===== src/upsd_pkg.sv =====
// Shared types, constants and helpers for the UPS patch stream decoder.
package upsd_pkg;

  localparam int OFFSET_WIDTH_DEF = 32;
  localparam int BYTE_W           = 8;
  localparam int OUT_OFS_W        = 32;
  localparam int POS_W            = 32;
  localparam int CFG_DATA_W       = 32;
  localparam int CFG_ADDR_W       = 3;
  localparam int CHECKSUM_BYTES   = 12;
  localparam int VARINT_STEP      = 7;
  localparam int MAGIC_LEN        = 4;

  localparam logic [BYTE_W-1:0] VARINT_DATA_MASK = 8'h7f;
  localparam logic [BYTE_W-1:0] VARINT_LAST_MASK = 8'h80;

  // register index = word address
  localparam logic REG_PATCH_LENGTH = 1'b0;

  typedef enum logic [1:0] {
    ST_RUNNING   = 2'd0,
    ST_BAD_MAGIC = 2'd1,
    ST_DONE      = 2'd2,
    ST_OVERFLOW  = 2'd3
  } status_t;

  typedef struct packed {
    logic                 write_valid;
    logic [OUT_OFS_W-1:0] write_offset;
    logic [BYTE_W-1:0]    xor_mask;
    status_t              status;
  } res_t;

  // "UPS1"
  function automatic logic [BYTE_W-1:0] magic_byte(input logic [1:0] idx);
    logic [BYTE_W-1:0] b;
    case (idx)
      2'd0:    b = 8'h55;
      2'd1:    b = 8'h50;
      2'd2:    b = 8'h53;
      default: b = 8'h31;
    endcase
    return b;
  endfunction

endpackage


===== src/upsd_regs.sv =====
// APB configuration register: patch length and the derived hunk region end.
module upsd_regs (
  input  logic                                clk,
  input  logic                                rst_n,
  input  logic                                psel,
  input  logic                                penable,
  input  logic                                pwrite,
  input  logic [upsd_pkg::CFG_ADDR_W-1:0]     paddr,
  input  logic [upsd_pkg::CFG_DATA_W-1:0]     pwdata,
  output logic [upsd_pkg::CFG_DATA_W-1:0]     prdata,
  output logic                                pready,
  output logic [upsd_pkg::POS_W-1:0]          hunk_end
);

  logic [upsd_pkg::CFG_DATA_W-1:0] patch_length_r;
  logic [upsd_pkg::POS_W-1:0]      hunk_end_r;
  logic                            reg_idx;
  logic                            wr_en;

  assign reg_idx = paddr[upsd_pkg::CFG_ADDR_W-1];
  assign pready  = 1'b1;
  assign wr_en   = psel && penable && pwrite && pready &&
                   (reg_idx == upsd_pkg::REG_PATCH_LENGTH);

  always_ff @(posedge clk) begin
    if (!rst_n) begin
      patch_length_r <= '0;
      hunk_end_r     <= '0;
    end else if (wr_en) begin
      patch_length_r <= pwdata;
      // short patch: region end clamps at zero
      if (pwdata >= upsd_pkg::CFG_DATA_W'(upsd_pkg::CHECKSUM_BYTES)) begin
        hunk_end_r <= pwdata - upsd_pkg::CFG_DATA_W'(upsd_pkg::CHECKSUM_BYTES);
      end else begin
        hunk_end_r <= '0;
      end
    end
  end

  always_comb begin
    unique case (reg_idx)
      upsd_pkg::REG_PATCH_LENGTH: prdata = patch_length_r;
      default:                    prdata = '0;
    endcase
  end

  assign hunk_end = hunk_end_r;

endmodule


===== src/upsd_core.sv =====
// Decoder state and the per-byte step: magic, size varints, skip varints, XOR runs.
module upsd_core #(
  parameter int OFFSET_WIDTH = upsd_pkg::OFFSET_WIDTH_DEF
) (
  input  logic                          clk,
  input  logic                          rst_n,
  input  logic                          step_go,
  input  logic [upsd_pkg::BYTE_W-1:0]   step_byte,
  input  logic [upsd_pkg::POS_W-1:0]    hunk_end,
  output upsd_pkg::res_t                res
);

  localparam int W   = OFFSET_WIDTH;
  localparam int SHW = $clog2(W);

  typedef enum logic [2:0] {
    PH_MAGIC, PH_SRC, PH_DST, PH_SKIP, PH_XOR, PH_DONE, PH_BAD, PH_OVF
  } phase_t;

  phase_t                       phase_r, phase_nxt;
  logic [upsd_pkg::POS_W-1:0]   pos_r, pos_nxt;
  logic [W-1:0]                 accum_r, accum_nxt;
  logic [SHW-1:0]               shift_r, shift_nxt;
  logic [W-1:0]                 offset_r, offset_nxt;

  logic [6:0]                   digit;
  logic                         last_b;
  logic [W+6:0]                 term_wide;
  logic                         digit_ovf;
  logic [W-1:0]                 term;
  logic [SHW:0]                 nshift;
  logic                         shift_ovf;
  logic [W-1:0]                 next_bit;
  logic [W+1:0]                 sum_more;
  logic [W+1:0]                 sum_last;
  logic [63:0]                  offset_ext;

  assign digit     = 7'(step_byte & upsd_pkg::VARINT_DATA_MASK);
  assign last_b    = (step_byte & upsd_pkg::VARINT_LAST_MASK) != '0;
  assign term_wide = (W+7)'(digit) << shift_r;
  assign digit_ovf = |term_wide[W+6:W];
  assign term      = term_wide[W-1:0];
  assign nshift    = (SHW+1)'(shift_r) + (SHW+1)'(upsd_pkg::VARINT_STEP);
  assign shift_ovf = 32'(nshift) >= 32'(W);
  assign next_bit  = W'(1) << nshift;
  // term and the continuation weight occupy disjoint bits, so one add covers both
  assign sum_more  = (W+2)'(accum_r) + (W+2)'(term | next_bit);
  assign sum_last  = (W+2)'(offset_r) + (W+2)'(accum_r) + (W+2)'(term);
  assign offset_ext = 64'(offset_r);

  function automatic upsd_pkg::status_t phase_status(input phase_t ph);
    upsd_pkg::status_t s;
    unique case (ph)
      PH_BAD:  s = upsd_pkg::ST_BAD_MAGIC;
      PH_DONE: s = upsd_pkg::ST_DONE;
      PH_OVF:  s = upsd_pkg::ST_OVERFLOW;
      default: s = upsd_pkg::ST_RUNNING;
    endcase
    return s;
  endfunction

  always_comb begin
    phase_nxt        = phase_r;
    pos_nxt          = pos_r;
    accum_nxt        = accum_r;
    shift_nxt        = shift_r;
    offset_nxt       = offset_r;
    res.write_valid  = 1'b0;
    res.write_offset = '0;
    res.xor_mask     = '0;

    if (phase_r == PH_DONE || phase_r == PH_BAD || phase_r == PH_OVF) begin
      // terminal: byte ignored
    end else if (phase_r == PH_SKIP && shift_r == '0 && accum_r == '0 &&
                 pos_r >= hunk_end) begin
      phase_nxt = PH_DONE;
    end else begin
      if (pos_r != '1) pos_nxt = pos_r + 1'b1;
      unique case (phase_r)
        PH_MAGIC: begin
          if (pos_r > upsd_pkg::POS_W'(upsd_pkg::MAGIC_LEN - 1) ||
              step_byte != upsd_pkg::magic_byte(pos_r[1:0])) begin
            phase_nxt = PH_BAD;
          end else if (pos_r == upsd_pkg::POS_W'(upsd_pkg::MAGIC_LEN - 1)) begin
            phase_nxt = PH_SRC;
          end
        end
        PH_SRC: begin
          if (last_b) phase_nxt = PH_DST;
        end
        PH_DST: begin
          if (last_b) phase_nxt = PH_SKIP;
        end
        PH_SKIP: begin
          if (digit_ovf) begin
            phase_nxt = PH_OVF;
          end else if (last_b) begin
            if (|sum_last[W+1:W]) begin
              phase_nxt = PH_OVF;
            end else begin
              offset_nxt = sum_last[W-1:0];
              phase_nxt  = PH_XOR;
            end
            accum_nxt = '0;
            shift_nxt = '0;
          end else if (shift_ovf || (|sum_more[W+1:W])) begin
            phase_nxt = PH_OVF;
          end else begin
            accum_nxt = sum_more[W-1:0];
            shift_nxt = nshift[SHW-1:0];
          end
        end
        PH_XOR: begin
          if (step_byte != '0) begin
            res.write_valid  = 1'b1;
            res.write_offset = offset_ext[upsd_pkg::OUT_OFS_W-1:0];
            res.xor_mask     = step_byte;
          end else begin
            phase_nxt = PH_SKIP;
          end
          if (offset_r == '1) phase_nxt = PH_OVF;
          else                offset_nxt = offset_r + 1'b1;
        end
        default: ;
      endcase
    end
    res.status = phase_status(phase_nxt);
  end

  always_ff @(posedge clk) begin
    if (!rst_n) begin
      phase_r  <= PH_MAGIC;
      pos_r    <= '0;
      accum_r  <= '0;
      shift_r  <= '0;
      offset_r <= '0;
    end else if (step_go) begin
      phase_r  <= phase_nxt;
      pos_r    <= pos_nxt;
      accum_r  <= accum_nxt;
      shift_r  <= shift_nxt;
      offset_r <= offset_nxt;
    end
  end

  a_write_only_in_xor: assert property (@(posedge clk) disable iff (!rst_n)
    step_go && res.write_valid |-> phase_r == PH_XOR)
    else $error("write produced outside an XOR run");

  a_terminal_sticks: assert property (@(posedge clk) disable iff (!rst_n)
    (phase_r == PH_DONE || phase_r == PH_BAD || phase_r == PH_OVF) |=>
    phase_r == $past(phase_r))
    else $error("decoder left a terminal phase");

  a_shift_in_range: assert property (@(posedge clk) disable iff (!rst_n)
    32'(shift_r) < 32'(W))
    else $error("varint shift beyond offset width");

  // an overflow mid-varint leaves the partial value behind
  a_varint_clear_outside_skip: assert property (@(posedge clk) disable iff (!rst_n)
    phase_r != PH_SKIP && phase_r != PH_OVF |-> accum_r == '0 && shift_r == '0)
    else $error("varint accumulator not cleared outside skip phase");

endmodule


===== src/ups_patch_stream_decoder.sv =====
// Top level of the UPS patch stream decoder: input register, decoder core, result register.
// Takes one patch byte per cycle and returns one result per byte, sustained at one
// transaction per clock while out_ready stays high; a byte's result passes through the input
// register, then the decoder step into the result register. The rate is set by the
// combinational update of the varint accumulator and image offset, which feeds back into
// itself for every byte. While a result is stalled one more byte can still be taken into the
// input register; after that in_ready stays low until the result is taken. No clearing pass
// after reset. patch_length lies at byte address 0 and is to be written only while the
// decoder is idle, which the user must ensure; the block itself does not enforce it. Status
// is sticky once it reports bad magic, end of hunks or offset overflow, until reset.
module ups_patch_stream_decoder #(
  parameter int OFFSET_WIDTH = upsd_pkg::OFFSET_WIDTH_DEF
) (
  input  logic                                clk,
  input  logic                                rst_n,
  input  logic                                in_valid,
  output logic                                in_ready,
  input  logic [upsd_pkg::BYTE_W-1:0]         in_patch_byte,
  output logic                                out_valid,
  input  logic                                out_ready,
  output logic                                out_write_valid,
  output logic [upsd_pkg::OUT_OFS_W-1:0]      out_write_offset,
  output logic [upsd_pkg::BYTE_W-1:0]         out_xor_mask,
  output logic [1:0]                          out_status,
  input  logic                                psel,
  input  logic                                penable,
  input  logic                                pwrite,
  input  logic [upsd_pkg::CFG_ADDR_W-1:0]     paddr,
  input  logic [upsd_pkg::CFG_DATA_W-1:0]     pwdata,
  output logic [upsd_pkg::CFG_DATA_W-1:0]     prdata,
  output logic                                pready
);

  logic                        in_v_r;
  logic [upsd_pkg::BYTE_W-1:0] in_byte_r;
  logic                        out_v_r;
  upsd_pkg::res_t              out_r;
  upsd_pkg::res_t              res;
  logic [upsd_pkg::POS_W-1:0]  hunk_end;
  logic                        advance;

  upsd_regs u_regs (
    .clk      (clk),
    .rst_n    (rst_n),
    .psel     (psel),
    .penable  (penable),
    .pwrite   (pwrite),
    .paddr    (paddr),
    .pwdata   (pwdata),
    .prdata   (prdata),
    .pready   (pready),
    .hunk_end (hunk_end)
  );

  upsd_core #(.OFFSET_WIDTH(OFFSET_WIDTH)) u_core (
    .clk       (clk),
    .rst_n     (rst_n),
    .step_go   (advance),
    .step_byte (in_byte_r),
    .hunk_end  (hunk_end),
    .res       (res)
  );

  assign advance  = in_v_r && (!out_v_r || out_ready);
  assign in_ready = !in_v_r || advance;

  always_ff @(posedge clk) begin
    if (!rst_n) begin
      in_v_r <= 1'b0;
    end else if (in_ready) begin
      in_v_r <= in_valid;
    end
  end

  always_ff @(posedge clk) begin
    if (in_valid && in_ready) in_byte_r <= in_patch_byte;
  end

  always_ff @(posedge clk) begin
    if (!rst_n) begin
      out_v_r <= 1'b0;
    end else if (advance) begin
      out_v_r <= 1'b1;
    end else if (out_ready) begin
      out_v_r <= 1'b0;
    end
  end

  always_ff @(posedge clk) begin
    if (advance) out_r <= res;
  end

  assign out_valid        = out_v_r;
  assign out_write_valid  = out_r.write_valid;
  assign out_write_offset = out_r.write_offset;
  assign out_xor_mask     = out_r.xor_mask;
  assign out_status       = out_r.status;

  a_hold_while_stalled: assert property (@(posedge clk) disable iff (!rst_n)
    out_v_r && !out_ready |=> out_v_r && $stable(out_r))
    else $error("result changed while stalled");

  a_no_accept_when_blocked: assert property (@(posedge clk) disable iff (!rst_n)
    in_v_r && out_v_r && !out_ready |-> !in_ready)
    else $error("input accepted with both stages full");

endmodule


===== config.mk =====
export PLATFORM = sky130hd
export DESIGN_NAME = ups_patch_stream_decoder
export DESIGN_NICKNAME = d
export VERILOG_FILES = /design/src/upsd_pkg.sv /design/src/upsd_regs.sv /design/src/upsd_core.sv /design/src/ups_patch_stream_decoder.sv
export SDC_FILE = /design/constraint.sdc
export NUM_CORES = 1
export LEC_CHECK = 0
export BUFFER_PORTS_ARGS = -buffer_cell sky130_fd_sc_hd__buf_2
export CORE_MARGIN = 1
export CORE_UTILIZATION = 55
export DETAILED_ROUTE_END_ITERATION = 12
export GPL_ROUTABILITY_DRIVEN = 0
export PLACE_DENSITY = 0.74
export RECOVER_POWER = 50
export SLEW_MARGIN = 0
export SYNTH_ARGS = -nofsm -noshare
export SYNTH_HDL_FRONTEND = slang
export SYNTH_SLANG_ARGS = --single-unit

===== constraint.sdc =====
create_clock -name clk -period 7.25 [get_ports clk]
set_input_delay 0.3625 -clock clk [delete_from_list [all_inputs] [get_ports clk]]
set_output_delay 0.3625 -clock clk [all_outputs]
set_load 0.02 [all_outputs]

# Yosys cells after proc, flatten, opt, wreduce, memory -nomap -nowiden
# Cells that the tools add are included.
[word_totals]
output_inout_bits = 78
wordCells = 118
reg_bits = 221
input_bits = 50
[op_classes]
eq_ne = 21
n_mux = 32
shifts = 2
n_reduce_logical = 31
n_lt_le_gt_ge = 4
bitwise = 7
add_sub_neg = 7
[ops]
columns = ["cell", "n"]
rows = [
  ["$mux W32", 8],
  ["$add A32 B1 Y32 const B", 2],
  ["$pmux W32 S2", 1],
  ["$mux W41", 1],
  ["$shl A7 B5 Y39", 1],
  ["$add A32 B34 Y34", 1],
  ["$add A34 B32 Y34", 1],
  ["$add A32 B32 Y33", 1],
  ["$mux W3", 11],
  ["$eq A32 B2 Y1 const B", 1],
  ["$eq A32 B32 Y1 const B", 1],
  ["$ge A32 B32 Y1", 1],
  ["$ge A32 B4 Y1 const B", 1],
  ["$gt A32 B2 Y1 const B", 1],
  ["$logic_not A32 Y1", 1],
  ["$ne A32 B32 Y1 const B", 1],
  ["$or A32 B32 Y32", 1],
  ["$shl A1 B6 Y32 const A", 1],
  ["$sub A32 B4 Y32 const B", 1],
  ["$mux W8", 3],
  ["$eq A3 B3 Y1 const B", 7],
  ["$pmux W7 S3", 1],
  ["$pmux W3 S5", 1],
  ["$mux W5", 2],
  ["27 further kinds", 53],
]

# Logic depth before layout (Yosys ltp)
[depth]
ltp_word = 14
depth_mapped = 27
depth_no_buf = 24

# By module
# A second synthesis with hierarchy kept.
[hier_totals]
cells_unflattened = 1987
hier_area_um2 = 16339.4
[modules_own_cells]
columns = ["module", "cells_each", "instances", "area_each_um2", "seq_area_each_um2"]
rows = [
  ["upsd_core", 1562, 1, 11743.8, 2082.0],
  ["upsd_regs", 365, 1, 2960.3, 1281.2],
  ["ups_patch_stream_decoder", 60, 1, 1635.3, 1571.5],
]

# Least setup slack after synthesis
# OpenSTA, ideal clock, no wires.
[synth_timing]
kind = "reg2reg"
startpoint = "register u_core.offset_r[5]"
endpoint = "register u_core.offset_r[2]"
stages_incl_launch_ff = 23
required_time_ns = 7.128
synth_period_minus_slack_ns = 5.002
arrival_ns = 4.880
slack_ns = 2.248
setup_ns = 0.122
path_cell_list = "dfxtp_1 ha_1 clkbuf_1 a211oi_1 nand2_1 nand3_1 a41oi_1 a221o_1 o211ai_1 o21ai_0 or4b_1 nand3_1 ha_1 a21o_1 a21o_1 a21oi_1 o21ai_0 a41o_1 or2_2 a31o_1 buf_6 buf_6 o311a_1"
[synth_between]
elab_chain_len = 5
[synth_rtl]
columns = ["item", "line_no", "rtl"]
rows = [
  ["start, declared", "upsd_core.sv:24", "logic [W-1:0] offset_r, offset_nxt;"],
  ["start signal, assigned", "upsd_core.sv:142", "offset_r <= offset_nxt;"],
  ["$add A32 B32 Y33", "upsd_core.sv:48", "assign sum_last = (W+2)'(offset_r) + (W+2)'(accum_r) + (W+2)'(term);"],
  ["$add A34 B32 Y34", "upsd_core.sv:48", ""],
  ["$reduce_or A2 Y1", "upsd_core.sv:98", "if (|sum_last[W+1:W]) begin"],
  ["$ne A2 B2 Y1 (no line)", "--", ""],
  ["$reduce_and A8 Y1 (no line) *", "--", ""],
]
# Every way passes the cells marked *; elsewhere a longest branch is shown, timed or not.
# A chain may end at the register's enable or synchronous reset.

# Final worst setup path
[layout_timing]
startpoint = "register u_core.shift_r[1]"
endpoint = "register u_core.offset_r[27]"
[layout_between]
elab_chain_len = 6
[layout_rtl]
columns = ["item", "line_no", "rtl"]
rows = [
  ["start, declared", "upsd_core.sv:23", "logic [SHW-1:0] shift_r, shift_nxt;"],
  ["start signal, assigned", "upsd_core.sv:141", "shift_r <= shift_nxt;"],
  ["$shl A7 B5 Y39 or $logic_not A5 Y1 (tied branches)", "upsd_core.sv:40, upsd_core.sv:74", ""],
  ["$add A34 B32 Y34 or $logic_and A1 B1 Y1 (tied branches)", "upsd_core.sv:48, upsd_core.sv:74", ""],
  ["$mux W32 or $logic_and A1 B1 Y1 (tied branches)", "upsd_core.sv:98, upsd_core.sv:74", ""],
  ["$mux W32 or $logic_and A1 B1 Y1 (tied branches)", "upsd_core.sv:97, upsd_core.sv:74", ""],
  ["$mux W32 or $not A1 Y1 (tied branches)", "--", ""],
  ["$pmux W32 S2 or $reduce_and A8 Y1 (tied branches)", "--", ""],
]
# Parallel ways exist; a longest one is shown, timed or not. The select of a mux whose other input is x is not followed.

==> results.sh <==
export IMPL_synth_area_mux_share=0.0104
export IMPL_holdBufCountCts=8
export IMPL_num_fill_cells=2645
export IMPL_htreeDepth=1
export IMPL_dp_hpwl_um=35600
export IMPL_die_w_um=176
export IMPL_finish_utilization=0.610
export IMPL_syn_area_per_cell_um2=8.08
export IMPL_switching_share=0.265
export IMPL_syn2layout_area_growth_pct=9.07
export IMPL_ant_nets=0
export IMPL_synth_area_leaders="dfxtp_1 (20%), ha_1 (10%), edfxtp_1 (9.2%), a21oi_1 (6.3%), nor2_1 (5.1%)"
export IMPL_share_comb_of_total_power=0.115
export IMPL_crit_arrival_ps=6630
export IMPL_core_area_um2=29700
export IMPL_synth_simple_area_share=0.237
export IMPL_whs_ps=41.1
export IMPL_wire_per_inst_um=18.6
export IMPL_synth_compound_area_frac=0.228
export IMPL_critPathKind="reg2reg"
export IMPL_synth_xor_area_frac=0.0774
export IMPL_ys_warn_count=0
export IMPL_synth_top_family_by_area="simple AND/OR/NAND/NOR gates"
export IMPL_fin_worst_skew_ps=17.6
export IMPL_regArea_um2=4930
export IMPL_grt_pass1_vias=14600
export IMPL_design_area_um2=18100
export IMPL_slew_violations=298
export IMPL_internal_power_mw=2.10
export IMPL_worstMarginPinSlew_ps=3140
export IMPL_grt_start_max_net_pins=78
export IMPL_clock_latency_ps=540
export IMPL_ff2ff_path_depth=17
export IMPL_netlist_instances=2057
export IMPL_maxCapViolCount=5
export IMPL_endpoint_kind="register"
export IMPL_syn_area_um2=16600
export IMPL_synth_fa_ha_area_frac=0.108
export IMPL_clk_pin_slew_ps=60
export IMPL_ctsResizeCount=0
export IMPL_die_h_um=176
export IMPL_grt_use_total=0.301
export IMPL_drive_above_1_share=0.0693
export IMPL_peakVddDrop_uv=157
export IMPL_switching_power_mw=0.756
export IMPL_fin_ws_ps=1030
export IMPL_p_leak_nw=7.44
export IMPL_fin_crit_ps=6220
export IMPL_finalSetupTns_ps=0
export IMPL_cts_buffer_depth=3
export IMPL_hp_class="in2reg"
export IMPL_dr_pass1_iters=8
export IMPL_cts_sinks=221
export IMPL_yosysTopAreaCell="dfxtp_1"
export IMPL_synth_nets=2249
export IMPL_p_per_area_nw_per_um2=157
export IMPL_synth_edf_count=51
export IMPL_crit_fanout=63
export IMPL_cts_tree="built"
export IMPL_numCtsBuffers=25
export IMPL_synth_commonest_cells="nor2_1 (227), a21oi_1 (209), nand2_1 (185)"
export IMPL_yosysTopAreaCellShare=0.205
export IMPL_violations="max-capacitance violations, max-slew violations"
export IMPL_seq_area_frac_synth=0.297
export IMPL_relSlewSlack=-1.10
export IMPL_drc_errors=0
export IMPL_rsz0062_at_grt="false"
export IMPL_required_ps=7650
export IMPL_dpl_worst_slack_ps=1410
export IMPL_rows=63
export IMPL_fin_crit_sh=0.859
export IMPL_routed_via_density=6.28
export IMPL_ys_seq_elements=221
export IMPL_postCtsSetupBuffers=0
export IMPL_finalSetupViolCount=0
export IMPL_grt_ovfl_total=0
export IMPL_dieArea_um2=30900
export IMPL_num_vias=16000
export IMPL_synth_top_flop_cell="dfxtp_1"
export IMPL_drt_wl_total_um=47200
export IMPL_multiInputGateArea_um2=11000
export IMPL_seqPwrFrac=0.465
export IMPL_nNetsFinal=2323
export IMPL_first_iter_violations=1638
export IMPL_ys_types=95
export IMPL_async_flop_share=0
export IMPL_place_port_buffers=124
export IMPL_start_util=0.560
export IMPL_grt_pass1_wl_um=75700
export IMPL_io_pins=128
export IMPL_status="finished, violations left"
export IMPL_finalHoldViolCount=0
export IMPL_clkPwrFrac=0.420
export IMPL_yosysMostFrequentCell="nor2_1"
export IMPL_dpl_instance_area_um2=17400
export IMPL_antenna_found_initial=0
export IMPL_cts_root_buffer="clkbuf_16"
export IMPL_diodes=0
export IMPL_start_kind="register"
export IMPL_clock_fmax_mhz=161
export IMPL_min_path_cells=3
-- per-stage QoR --
stage,total power [mW],instances
2_1_floorplan,1.57,2057
3_3_place_gp,1.66,2486
3_5_place_dp,1.67,2486
4_1_cts,2.87,2540
5_1_grt,2.95,2540
6_report,2.85,2540
-- metal layers --
layer / vias to the layer above / wire length [um] / GRT usage
li1: 7682 / - / -
met1: 7423 / 21900 / 0.444
met2: 732 / 19900 / 0.454
met3: 121 / 3950 / 0.0346
met4: 0 / 1440 / 0.0924
met5: - / 0 / 0
-- logic make-up after synthesis --
kind of cell | after synthesis
adder cells (fa/ha/maj) | 142
AND/OR/NAND/NOR | 796
other | 1
flip-flops | 221
buffers and inverters | 165
multiplexers | 13
XOR/XNOR | 147
AO/OA/AOI/OAI | 572
-- power by group through the flow --
stage | Combinational, mW | Clock [mW] | Sequential [mW]
after CTS | 0.326 | 1.22 | 1.33
after global routing | 0.358 | 1.26 | 1.33
final | 0.328 | 1.20 | 1.33
after detailed placement | 0.321 | 0 | 1.35
after global placement | 0.314 | 0 | 1.35
after floorplan | 0.224 | 0 | 1.35
-- registers in the layout, indices dropped and copies added (netlist names), 2 cells and up --
signal / count
out_status: 2
u_regs.hunk_end: 32
u_core.accum_r: 32
out_write_offset: 32
u_core.pos_r: 32
u_regs.patch_length_r: 32
u_core.shift_r: 5
u_core.phase_r: 3
in_byte_r: 8
u_core.offset_r: 32
out_xor_mask: 8
-- worst max-delay path: stages (launching register included) --
cell and delay (ps):
dfxtp_1 820, inv_1 280, a31oi_1 550, nor2_1 80
a21oi_1 890, nor2_1 170, ha_1 420, o21ai_0 120
nand2b_1 110, a41oi_2 190, o31ai_2 470, a31o_2 290
a21oi_2 90, o2111ai_1 410, a31o_2 230, buf_4 490
a211oi_1 110, nor4_2 340
-- path summary, 6_finish.rpt --
kind                               end  slack (ps)                      start
max                u_core.offset_r[27]        1030          u_core.shift_r[1]
min                             in_v_r          40                   in_valid
max reg2reg        u_core.offset_r[27]        1030          u_core.shift_r[1]
min reg2reg  u_regs.patch_length_r[12]         450  u_regs.patch_length_r[12]
-- placed cells by master (no fill, tap or decap), types with 25 or more instances in the layout --
cell,n
a21oi_1,209
o21ai_0,54
a22oi_1,37
and3_1,52
and2_1,29
xnor2_1,73
nand2_1,185
clkbuf_16,25
o22ai_1,35
nor3_1,57
inv_1,66
a21o_1,45
ha_1,139
nor4_1,26
buf_2,45
dfxtp_1,170
edfxtp_1,51
nand4_1,34
nor2_1,227
nand3_1,54
xor2_1,74
clkbuf_1,91
nor2b_1,48
o21bai_1,25
-- final cells by class --
class | instances | area share
clock buffers | 39 | 0.0402
clock inverters | 7 | 0.00255
inverters | 68 | 0.0141
multi-input cells | 1671 | 0.607
flip-flops and latches | 221 | 0.272
well taps | 390 | 0.0269
repair buffers | 144 | 0.0375
Note: power is estimated with default switching activity, not from simulation.
